### src/grvec_pkg.sv
// ----------------------------------------------------------------------------
// grvec_pkg: shared types and constants
// Opcodes, status codes, field widths and the front-to-back command struct.
// ----------------------------------------------------------------------------
package grvec_pkg;

   localparam int CoordWidth  = 8;
   localparam int SizeWidth   = 9;
   localparam int PrefixWidth = 17;
   localparam int CountWidth  = 18;
   localparam int StatusWidth = 2;

   localparam logic OP_LOAD  = 1'b0;
   localparam logic OP_QUERY = 1'b1;

   localparam logic [StatusWidth-1:0] ST_OK       = 2'd0;
   localparam logic [StatusWidth-1:0] ST_NOT_DONE = 2'd1;
   localparam logic [StatusWidth-1:0] ST_BAD_RECT = 2'd2;

   localparam logic CSR_ROW_COUNT    = 1'b0;
   localparam logic CSR_COLUMN_COUNT = 1'b1;

   // classified command handed from front to back
   typedef struct packed {
      logic                         is_query;
      logic [StatusWidth-1:0]       status;
      logic                         pixel;
      logic                         left_px;
      logic                         up_px;
      logic [CoordWidth-1:0]        top_row;
      logic [CoordWidth-1:0]        left_column;
      logic [CoordWidth-1:0]        bottom_row;
      logic [CoordWidth-1:0]        right_column;
      logic [11:0]                  row;
      logic [11:0]                  col;
   } cmd_type;

endpackage

### src/grvec_front.sv
// ----------------------------------------------------------------------------
// grvec_front: load tracking and classification
// Tracks the raster position and the previous row of pixels, checks queries
// and produces one command per accepted item, except loads after the image is complete.
// ----------------------------------------------------------------------------
module grvec_front #(
   parameter int MAX_ROWS    = 256,
   parameter int MAX_COLUMNS = 256
) (
   input  logic                         clock,
   input  logic                         reset,
   input  logic                         csr_write,
   input  logic                         csr_index,
   input  logic [8:0]                   csr_data,
   input  logic                         in_valid,
   output logic                         in_ready,
   input  logic                         opcode,
   input  logic                         pixel,
   input  logic [7:0]                   top_row,
   input  logic [7:0]                   left_column,
   input  logic [7:0]                   bottom_row,
   input  logic [7:0]                   right_column,
   output logic                         cmd_valid,
   input  logic                         cmd_ready,
   output grvec_pkg::cmd_type           cmd
);
   import grvec_pkg::*;

   localparam int RW = $clog2(MAX_ROWS + 1);
   localparam int CW = $clog2(MAX_COLUMNS);
   localparam int SW = $clog2(MAX_COLUMNS + 1);

   logic [RW-1:0] row_count_ff, load_row_ff;
   logic [SW-1:0] col_count_ff;
   logic [CW-1:0] load_col_ff;
   logic [MAX_COLUMNS-1:0] prev_ff;
   logic [RW-1:0] rc_in;
   logic [SW-1:0] cc_in;
   logic done, accept, last_col, up_px, left_px, bad;

   // clamp register writes into range
   always_comb begin
      if (csr_data == '0) rc_in = RW'(1);
      else if ({23'd0, csr_data} > MAX_ROWS) rc_in = RW'(MAX_ROWS);
      else rc_in = RW'(csr_data);
      if (csr_data == '0) cc_in = SW'(1);
      else if ({23'd0, csr_data} > MAX_COLUMNS) cc_in = SW'(MAX_COLUMNS);
      else cc_in = SW'(csr_data);
   end

   assign done     = load_row_ff >= row_count_ff;
   assign in_ready = cmd_ready;
   assign accept   = in_valid && in_ready;
   assign last_col = (SW'(load_col_ff) + SW'(1)) >= col_count_ff;
   assign up_px    = prev_ff[load_col_ff];
   assign left_px  = (load_col_ff != '0) ? prev_ff[load_col_ff - 1'b1] : 1'b0;
   assign bad = (top_row > bottom_row) || (left_column > right_column) ||
                ({24'd0, bottom_row} >= 32'(row_count_ff)) ||
                ({24'd0, right_column} >= 32'(col_count_ff));

   // load position, previous row, sizes
   always_ff @(posedge clock) begin
      if (reset) begin
         row_count_ff <= RW'(MAX_ROWS);
         col_count_ff <= SW'(MAX_COLUMNS);
         load_row_ff  <= '0;
         load_col_ff  <= '0;
         prev_ff      <= '0;
      end else if (csr_write) begin
         if (csr_index == CSR_ROW_COUNT) row_count_ff <= rc_in;
         else col_count_ff <= cc_in;
         load_row_ff <= '0;
         load_col_ff <= '0;
         prev_ff     <= '0;
      end else if (accept && opcode == OP_LOAD && !done) begin
         prev_ff[load_col_ff] <= pixel;
         if (last_col) begin
            load_col_ff <= '0;
            load_row_ff <= load_row_ff + 1'b1;
         end else begin
            load_col_ff <= load_col_ff + 1'b1;
         end
      end
   end

   // command out; loads after completion are dropped
   always_comb begin
      cmd_valid        = accept && !(opcode == OP_LOAD && done);
      cmd.is_query     = opcode == OP_QUERY;
      cmd.status       = !done ? ST_NOT_DONE : (bad ? ST_BAD_RECT : ST_OK);
      cmd.pixel        = pixel;
      cmd.left_px      = left_px;
      cmd.up_px        = up_px;
      cmd.top_row      = top_row;
      cmd.left_column  = left_column;
      cmd.bottom_row   = bottom_row;
      cmd.right_column = right_column;
      cmd.row          = 12'(load_row_ff);
      cmd.col          = 12'(load_col_ff);
   end

   a_load_col_in_width: assert property (@(posedge clock) disable iff (reset)
      (accept && opcode == OP_LOAD && !done) |-> (SW'(load_col_ff) < col_count_ff))
      else $error("load column beyond width");
   a_load_row_in_height: assert property (@(posedge clock) disable iff (reset)
      load_row_ff <= row_count_ff)
      else $error("load row beyond height");
   a_query_forwarded: assert property (@(posedge clock) disable iff (reset)
      (accept && opcode == OP_QUERY) |-> cmd_valid)
      else $error("query not forwarded");
endmodule

### config.mk
export PLATFORM = sky130hd
export DESIGN_NAME = grvec_front
export DESIGN_NICKNAME = d
export VERILOG_FILES = /design/src/grvec_pkg.sv /design/src/grvec_front.sv
export SDC_FILE = /design/constraint.sdc
export NUM_CORES = 1
export LEC_CHECK = 0
export ABC_CLOCK_PERIOD_IN_PS = 6500
export BUFFER_PORTS_ARGS = -buffer_cell sky130_fd_sc_hd__buf_2
export CORE_ASPECT_RATIO = 0.7
export CORE_UTILIZATION = 65
export DETAILED_ROUTE_END_ITERATION = 10
export PLACE_DENSITY_LB_ADDON = 0.25
export SLEW_MARGIN = 0
export SYNTH_ARGS = -nofsm -noshare
export SYNTH_HDL_FRONTEND = slang
export SYNTH_SLANG_ARGS = --single-unit
### constraint.sdc
create_clock -name clock -period 6.5 [get_ports clock]
set_input_delay 0.325 -clock clock [delete_from_list [all_inputs] [get_ports clock]]
set_output_delay 0.325 -clock clock [all_outputs]
set_load 0.02 [all_outputs]
Word-level counts from Yosys, hierarchy flattened. Cells that the tools add are included.

Logic and storage cells: 51. Output and inout bits: 64. Flip-flop bits (word level): 291. Input bits: 49.

Bitwise gates (word level): 2. Add/subtract/negate cells: 4. Reductions and logical operators: 17. $lt $le $gt $ge: 10. Multiplexer cells: 13.

Operator list (count): $bwmux W256 (1); $ge A8 B9 Y1 (2); $ge A9 B9 Y1 (2); $lt A8 B9 Y1 const B (2); $mux W9 (2); $bmux W1 S8 (2); $gt A8 B8 Y1 (2); $add A8 B1 Y9 const B (1); $add A9 B1 Y9 const B (1); $gt A9 B9 Y1 const B (1); $logic_not A9 Y1 (1); $add A8 B1 Y8 const B (1); $demux W1 S8 (1); $ge A8 B1 Y1 const B (1); $mux W8 (1); $reduce_bool A8 Y1 (1); $sub A8 B1 Y8 const B (1); $logic_and A1 B1 Y1 (6); $reduce_and A2 Y1 (3); $mux W1 (4); $mux W2 (2); $logic_or A1 B1 Y1 (3); $logic_not A1 Y1 (2); $not A1 Y1 (2); $reduce_or A2 Y1 (1).

Longest topological paths before layout. Gate-level depths: netlist of the first run.

Word-level depth: 6. Mapped depth: 18. Mapped depth without buffers: 12.

Worst setup path after synthesis of the first run. OpenSTA, ideal clock, no wires.

Path kind: register to output. Start: register load_col_ff[0]. End: output cmd[57] in the netlist's numbering. Arrival: 3936 ps. Slack: 2239 ps. Data required time: 6175 ps. Path buffers: 8. Stages on the path, launching flop included: 16. Cell sequence: dfxtp_1 buf_6 buf_6 buf_4 buf_2 inv_1 ha_1 buf_2 buf_2 buf_1 mux4_2 a2111oi_0 nor3_1 a221oi_1 o21ai_1 buf_4.

Cells in the longest elaborated chain, start to end: 4. Elaborated cells between the ends (all ways): 5. Those cells by class: 1 x add/sub; 3 x mux; 1 x reduce/logical.

Ends and longest elaborated chain: start: declaration (RTL line grvec_front.sv:35) `logic [CW-1:0] load_col_ff;`; start signal: assignment (RTL line grvec_front.sv:81) `load_col_ff <= load_col_ff + 1'b1;`; $sub A8 B1 Y8 (RTL line grvec_front.sv:56) `assign left_px = (load_col_ff != '0) ? prev_ff[load_col_ff - 1'b1] : 1'b0;`; $bmux W1 S8 (RTL line grvec_front.sv:56); $mux W1 (not written as such) (RTL line grvec_front.sv:56); $mux W1 (*) (RTL line grvec_front.sv:56); end: declaration (RTL line grvec_front.sv:25) `output grvec_pkg::cmd_type cmd`.

Every way passes the cells marked *; elsewhere a longest branch is shown, timed or not. The select of a mux whose other input is x is not followed.

==> results.toml, run 1 <==
[worst_hold_path]
hold_path_class = "input pin to flop"

[logic_synthesis]
netlist_instances = 1937
synth_top_area_share_pct = 32.0
yosysSeqAreaShare_pct = 32.0
syn_area_sq_um = 18200
synth_area_leaders = "dfxtp_1 32%, mux4_2 18%, a21oi_1 5.2%, o31ai_1 4.7%, nand3_1 4.6%"
yosysTopAreaCell = "dfxtp_1"
ys_warn_count = 0
ys_types = 54
ys_seq_elements = 291
synthTopCellsByCount = "291 x dfxtp_1, 190 x a21oi_1, 166 x nand3_1, 146 x clkbuf_1, 142 x mux4_2"
synthFlopType = "dfxtp_1"
yosys.cell_count.top_type = "dfxtp_1"
async_flop_share_pct = 0
synth_edf_count = 0
synth_area_per_cell_sq_um = 9.39

[clocking]
clockRootBuffer = "clkbuf_16"
cts.sinks = 291
cts_resized = 0
cts.htree.levels = 1
post_cts_buffers = 0
path_clk_slew_ns = 0.06
cts_made_buffers = 29
worstSkewPairLatency_ns = 0.58
postCtsHoldBufs = 0
cts_tree = "yes"
cts_max_path_buffers = 3

[floorplan]
start_util_pct = 67.2
fp.dieH_microns = 142
dieArea_sq_um = 28700
core_region_area_sq_um = 27100
die_w_microns = 202
ios = 113
fp-row-count = 50

[setup_path]
critPathMaxStageDelay_ns = 1.08
crit_chain = "inv_1, ha_4, mux4_2, a2111oi_0, nor3_1, a221oi_1, o21ai_1, buf_2"
crit_path_max_fanout = 66
path_buf_inv = 2
critPathKind = "flop to output port"
startpoint_type = "flop"
cp_slowest_cell = "ha_4"
cp_top_family = "compound AO/OA/AOI/OAI gates"
worst_ep_arrival_time_ns = 4.87
crit_required_ns = 6.17
crit_path_end_kind = "output port"

[routing]
wl_microns = 60200
post_drt_wl_per_cell_microns = 26.6
drc_errors = 0
ant_nets = 0
vias_per_cell = 7.50
drtPass1Iterations = 7
drt_iter0_markers = 2952
vias = 17000

[sta]
fin_crit_ns = 5.19
setup_tns_ns = 0
rsz0062_at_grt = "no"
hold-worst-slack_ns = 0.0532
worst_slew_pin_slew_ns = 1.27
period_share_pct = 79.9
relSlewSlack_pct = 14.9
drv_slew = 0
hold_viol = 0
fin_skew_ns = 0.0187
setup_viol_count_final = 0
fmax_mhz = 193

[global_routing]
grt_max_degree = 112
antenna_found_initial = 3
overflow = 0
grt_pass1_vias = 15484
grt_pass1_wl_microns = 91700
grt_use_total_pct = 41.4

[power]
powerDensity_nw_per_um2 = 200
ir_drop_mv = 0.243
leakage_uw = 0.00657
p_total_uw = 3880

[cells_and_area]
nets = 1986
final_util_pct = 71.6
drive_gt1_share_pct = 19.3
synthToLayoutAreaGrowth_pct = 6.56

[status]
status = "finished clean"

[placement]
routabilityCongestion = 0.981
portBuffers = 105
dp_hpwl_microns = 38600

[flow_run]
drv_cap = 0
[cell usage in the layout (no fill, tap or decap), types with 6 or more instances in the layout]
| cell type | count |
|---|---|
| dfxtp_1 | 288 |
| a21oi_1 | 189 |
| nand3_1 | 166 |
| mux4_2 | 142 |
| o31ai_1 | 115 |
| buf_2 | 104 |
| o21ai_0 | 95 |
| nand2_1 | 86 |
| nor2_1 | 64 |
| ha_1 | 56 |
| and3_1 | 51 |
| o21a_1 | 47 |
| mux2i_1 | 47 |
| buf_4 | 44 |
| o211ai_1 | 43 |
| a21boi_0 | 43 |
| inv_1 | 40 |
| clkbuf_16 | 30 |
| nand4_1 | 29 |
| nor3_1 | 25 |
| nor2b_1 | 16 |
| nor4_1 | 13 |
| xnor2_1 | 12 |
| nand2b_1 | 11 |
| nor3b_1 | 10 |
| nor2_2 | 9 |
| nand3b_1 | 8 |
| or3_1 | 8 |
| mux4_1 | 7 |
| conb_1 | 7 |
| clkinv_2 | 7 |
| and2_1 | 6 |
| xor2_1 | 6 |
| a21o_1 | 6 |
| a211oi_1 | 6 |
| clkbuf_1 | 6 |
[area by class of cell]
class | instances | area [sq um]
Sequential cell | 291 | 5830
Clock inverter | 12 | 163
Clock buffer | 40 | 828
Timing Repair Buffer | 149 | 862
Tap cell | 364 | 455
Inverter | 40 | 150
Antenna cell | 1 | 2.50
Fill cell | 2030 | 7700
Multi-Input combinational cell | 1369 | 11100
[cell families (layout without fill, tap and decap cells)]
group,after synthesis,after routing,synth area share [%]
compound gates,570,570,19.7
xor+xnor,21,21,1.01
fa+ha+maj,57,57,3.92
buf+inv,283,241,7.63
flops,291,291,32.0
mux,196,196,21.2
other cells,1,8,0.0206
simple gates,518,518,14.5
[per-layer routing]
| metal | GRT usage [%] | part of all wire [%] |
|---|---|---|
| met1 | 58.1 | 38 |
| met2 | 57.7 | 40 |
| met3 | 15.9 | 17 |
| met4 | 15.1 | 4.4 |
| met5 | 0 | 0.088 |
[worst paths after layout]
| path | cells past startpoint | slack (ns) | endpoint | startpoint |
|---|---|---|---|---|
| max reg2reg | 12 | 2.10 | load_row_ff[7]$_SDFFE_PP0P_ | load_col_ff[0]$_SDFFE_PP0P_ |
| min | 3 | 0.05 | row_count_ff[6]$_SDFFE_PP0P_ | csr_data[6] |
| max | 8 | 1.31 | cmd[57] | load_col_ff[0]$_SDFFE_PP0P_ |
| min reg2reg | 2 | 0.46 | row_count_ff[6]$_SDFFE_PP0P_ | row_count_ff[6]$_SDFFE_PP0P_ |
[worst reg2reg max path: stages, from the launching register on]
cell,delay (ns)
dfxtp_4,0.74
buf_4,0.84
ha_1,0.30
nand3_1,0.13
xnor2_1,0.17
ha_1,0.28
o21ai_0,0.07
nand2b_1,0.07
a21oi_1,0.07
a211oi_1,0.49
nand2_1,0.42
or4_1,0.61
a21oi_1,0.14
[registers in the layout, indices dropped and copies added, names as in the netlist]
name and cells:
load_col_ff 8, col_count_ff 9, prev_ff 256, load_row_ff 9, row_count_ff 9
[power by group]
| part | internal [uW] | total [uW] | switching [uW] | leakage (uW) |
|---|---|---|---|---|
| Combinational | 86.4 | 292 | 205 | 0.00374 |
| Sequential | 1790 | 1790 | 6.78 | 0.00235 |
| Clock | 1050 | 1800 | 752 | 0.000490 |
| Total | 2920 | 3880 | 964 | 0.00657 |
[through the flow]
stage	cells	setup slack [ns]	area, sq um
finish	2266	1.31	19400
CTS	2265	1.54	19400
detailed placement	2213	2.11	18400
floorplan	1943	2.24	18200
global route	2265	1.25	19400
global placement	2213	2.24	18400
(Power assumes the default switching activity.)
==> run 2, diff against run 1 <==
--- a/config.mk
+++ b/config.mk
@@ -5,10 +5,10 @@
 export SDC_FILE = /design/constraint.sdc
 export NUM_CORES = 1
 export LEC_CHECK = 0
-export ABC_CLOCK_PERIOD_IN_PS = 6500
+export ABC_CLOCK_PERIOD_IN_PS = 4300
 export BUFFER_PORTS_ARGS = -buffer_cell sky130_fd_sc_hd__buf_2
 export CORE_ASPECT_RATIO = 0.7
-export CORE_UTILIZATION = 65
+export CORE_UTILIZATION = 56
 export DETAILED_ROUTE_END_ITERATION = 10
 export PLACE_DENSITY_LB_ADDON = 0.25
 export SLEW_MARGIN = 0
==> constraint.sdc (replaced) <==
create_clock -name clock -period 4.3 [get_ports clock]
set_input_delay 0.215 -clock clock [delete_from_list [all_inputs] [get_ports clock]]
set_output_delay 0.215 -clock clock [all_outputs]
set_load 0.02 [all_outputs]
==> run 2 against run 1 <==
Net effect:
- global-route usage is 5.1 points lower
- via count rose by 0.94%
- sequential share of layout area is 0.63 points lower
- power rose by 49%
- first-iteration DRC count shrank 1.4%
- non-clock buffer count grew 39
- clock skew down 0.010 ns
- clock-buffer cell count up 9
- sequential power is 51% higher
- worst hold slack worse by 0.0096 ns
==> results.toml, run 2 (same netlist as run 1, synthesis figures left out) <==
[status]
status = "finished clean"

[clocking]
cts_made_buffers = 30
cts.htree.levels = 1
clockRootBuffer = "clkbuf_16"
worstSkewPairLatency_ns = 0.58
cts_tree = "yes"
path_clk_slew_ns = 0.07
cts_resized = 0
cts_max_path_buffers = 3
cts.sinks = 291

[setup_path]
cp_common_cell = "mux2i_1"
startpoint_type = "flop"
critPathKind = "flop to output port"
crit_path_max_fanout = 23
worst_ep_arrival_time_ns = 4.05
critPathMaxStageDelay_ns = 0.56
crit_required_ns = 4.09
crit_chain = "inv_1, ha_1, xor2_2, buf_4, mux2i_1, mux2i_1, mux2i_1, mux2i_1, mux2i_1, or3_1, o21ai_1, buf_2"
cp_slowest_cell = "dfxtp_4"
crit_path_end_kind = "output port"

[global_routing]
overflow = 0
antenna_found_initial = 0
grt_use_total_pct = 36.3
grt_pass1_vias = 15562
grt_max_degree = 99
grt_pass1_wl_microns = 94000

[routing]
ant_nets = 0
drt_iter0_markers = 2912
drtPass1Iterations = 6
post_drt_wl_per_cell_microns = 26.1
drc_errors = 0
vias_per_cell = 7.26
wl_microns = 61500
vias = 17159

[cells_and_area]
largest_reg_flops = 256
fill_cells = 2538
final_util_pct = 62.7
multi_input_area_sq_um = 11100
synthToLayoutAreaGrowth_pct = 8.83
regMostFlops = "prev_ff"
drive_gt1_share_pct = 20.0
final_common_cell = "dfxtp_1"
nets = 2026
diodes = 0
most-common-layout-cells = "288 x dfxtp_1, 190 x a21oi_1, 166 x nand3_1, 142 x mux4_2, 115 x o31ai_1"
seqCellArea_sq_um = 5830

[sta]
setup_viol_count_final = 0
period_share_pct = 99.2
fin_skew_ns = 0.00847
rsz0062_at_grt = "no"
setup_tns_ns = 0
fmax_mhz = 234
relSlewSlack_pct = 27.4
hold_viol = 0
fin_crit_ns = 4.27
drv_slew = 0
worst_slew_pin_slew_ns = 1.09

[flow_run]
drv_cap = 0

[power]
p_seq_share_pct = 46.7
ir_drop_mv = 0.310
p_int_uw = 4340
switching_power_uw = 1460
p_clk_share_pct = 45.4
swShare_pct = 25.1
powerDensity_nw_per_um2 = 293
comb_power_share_pct = 7.9
leakage_uw = 0.00678

[floorplan]
die_w_microns = 217
dieArea_sq_um = 33200
fp-row-count = 54
fp.dieH_microns = 153
start_util_pct = 57.7
core_region_area_sq_um = 31600
ios = 113

[placement]
portBuffers = 105
routabilityCongestion = 0.968
dp_hpwl_microns = 39900

[worst_hold_path]
hold_path_class = "input pin to flop"
[run 2: cell types whose count changed in the layout (fill, tap and decap cells not counted), sizes merged]
cell,change
buf,+30
clkbuf,+9
dlygate4sd3,+9
bufinv,-4
clkinv,-3
diode,-1
[run 2: power by group through the flow]
stage	registers, uW	logic (uW)	clock network, uW
after global routing	2710	488	2750
after floorplan	2770	328	0
final	2710	458	2640
after CTS	2710	442	2640
after detailed placement	2770	434	0
after global placement	2770	426	0
[run 2: final timing paths]
path	start	to	slack [ns]	cells after the start
worst min-delay path	reset	col_count_ff[6]$_SDFFE_PP0P_	0.04	2
worst max register to register	load_col_ff[1]$_SDFFE_PP0P_	load_row_ff[7]$_SDFFE_PP0P_	0.51	12
worst max-delay path	load_col_ff[1]$_SDFFE_PP0P_	cmd[57]	0.03	12
worst min register to register	row_count_ff[6]$_SDFFE_PP0P_	row_count_ff[6]$_SDFFE_PP0P_	0.46	2
[run 2: metal layers]
layer | vias up | share of wire (%) | GRT usage, %
met4 | 0 | 3.6 | 11.6
met2 | 1349 | 41 | 49.7
li1 | 7260 | - | -
met1 | 8363 | 40 | 52.9
met5 | - | 0 | 0
met3 | 187 | 16 | 12.5
[run 2: through the flow]
step / total power (uW) / worst slack, ns / hold WS (ns) / cell area [sq um] / instances
2_1_floorplan: 3090 / 0.149 / 0.362 / 18200 / 1943
3_3_place_gp: 3190 / 0.673 / 0.443 / 18700 / 2296
3_5_place_dp: 3200 / 0.632 / 0.451 / 18700 / 2296
4_1_cts: 5790 / 0.0178 / 0.0310 / 19700 / 2359
5_1_grt: 5950 / 0.0532 / 0.0527 / 19800 / 2362
6_report: 5800 / 0.0325 / 0.0436 / 19800 / 2362
[run 2: cell type report]
class	instances	area share (%)
multi-input combinational	1369	55.9
sequential	291	29.5
timing repair buffer	188	6.24
clock buffer	49	4.82
tap	420	2.65
inverter	40	0.758
clock inverter	5	0.139
[run 2: critical path: cells and delay by family (launching register included)]
family	cells	cell delay [ns]
AOI/OAI and AO/OA	1	0.18
xor gates and xnor gates	1	0.15
adders and majority gates	1	0.32
buffers and inverters	3	0.85
DFF	1	0.56
muxes	5	1.02
and+or+nand+nor	1	0.36
[run 2: timing repair]
action / in CTS / in global routing
hold buffers: 9 / 0
endpoints found under the setup margin: 0 / 1
endpoints found under the hold margin: 8 / 0
setup buffers: 0 / 3
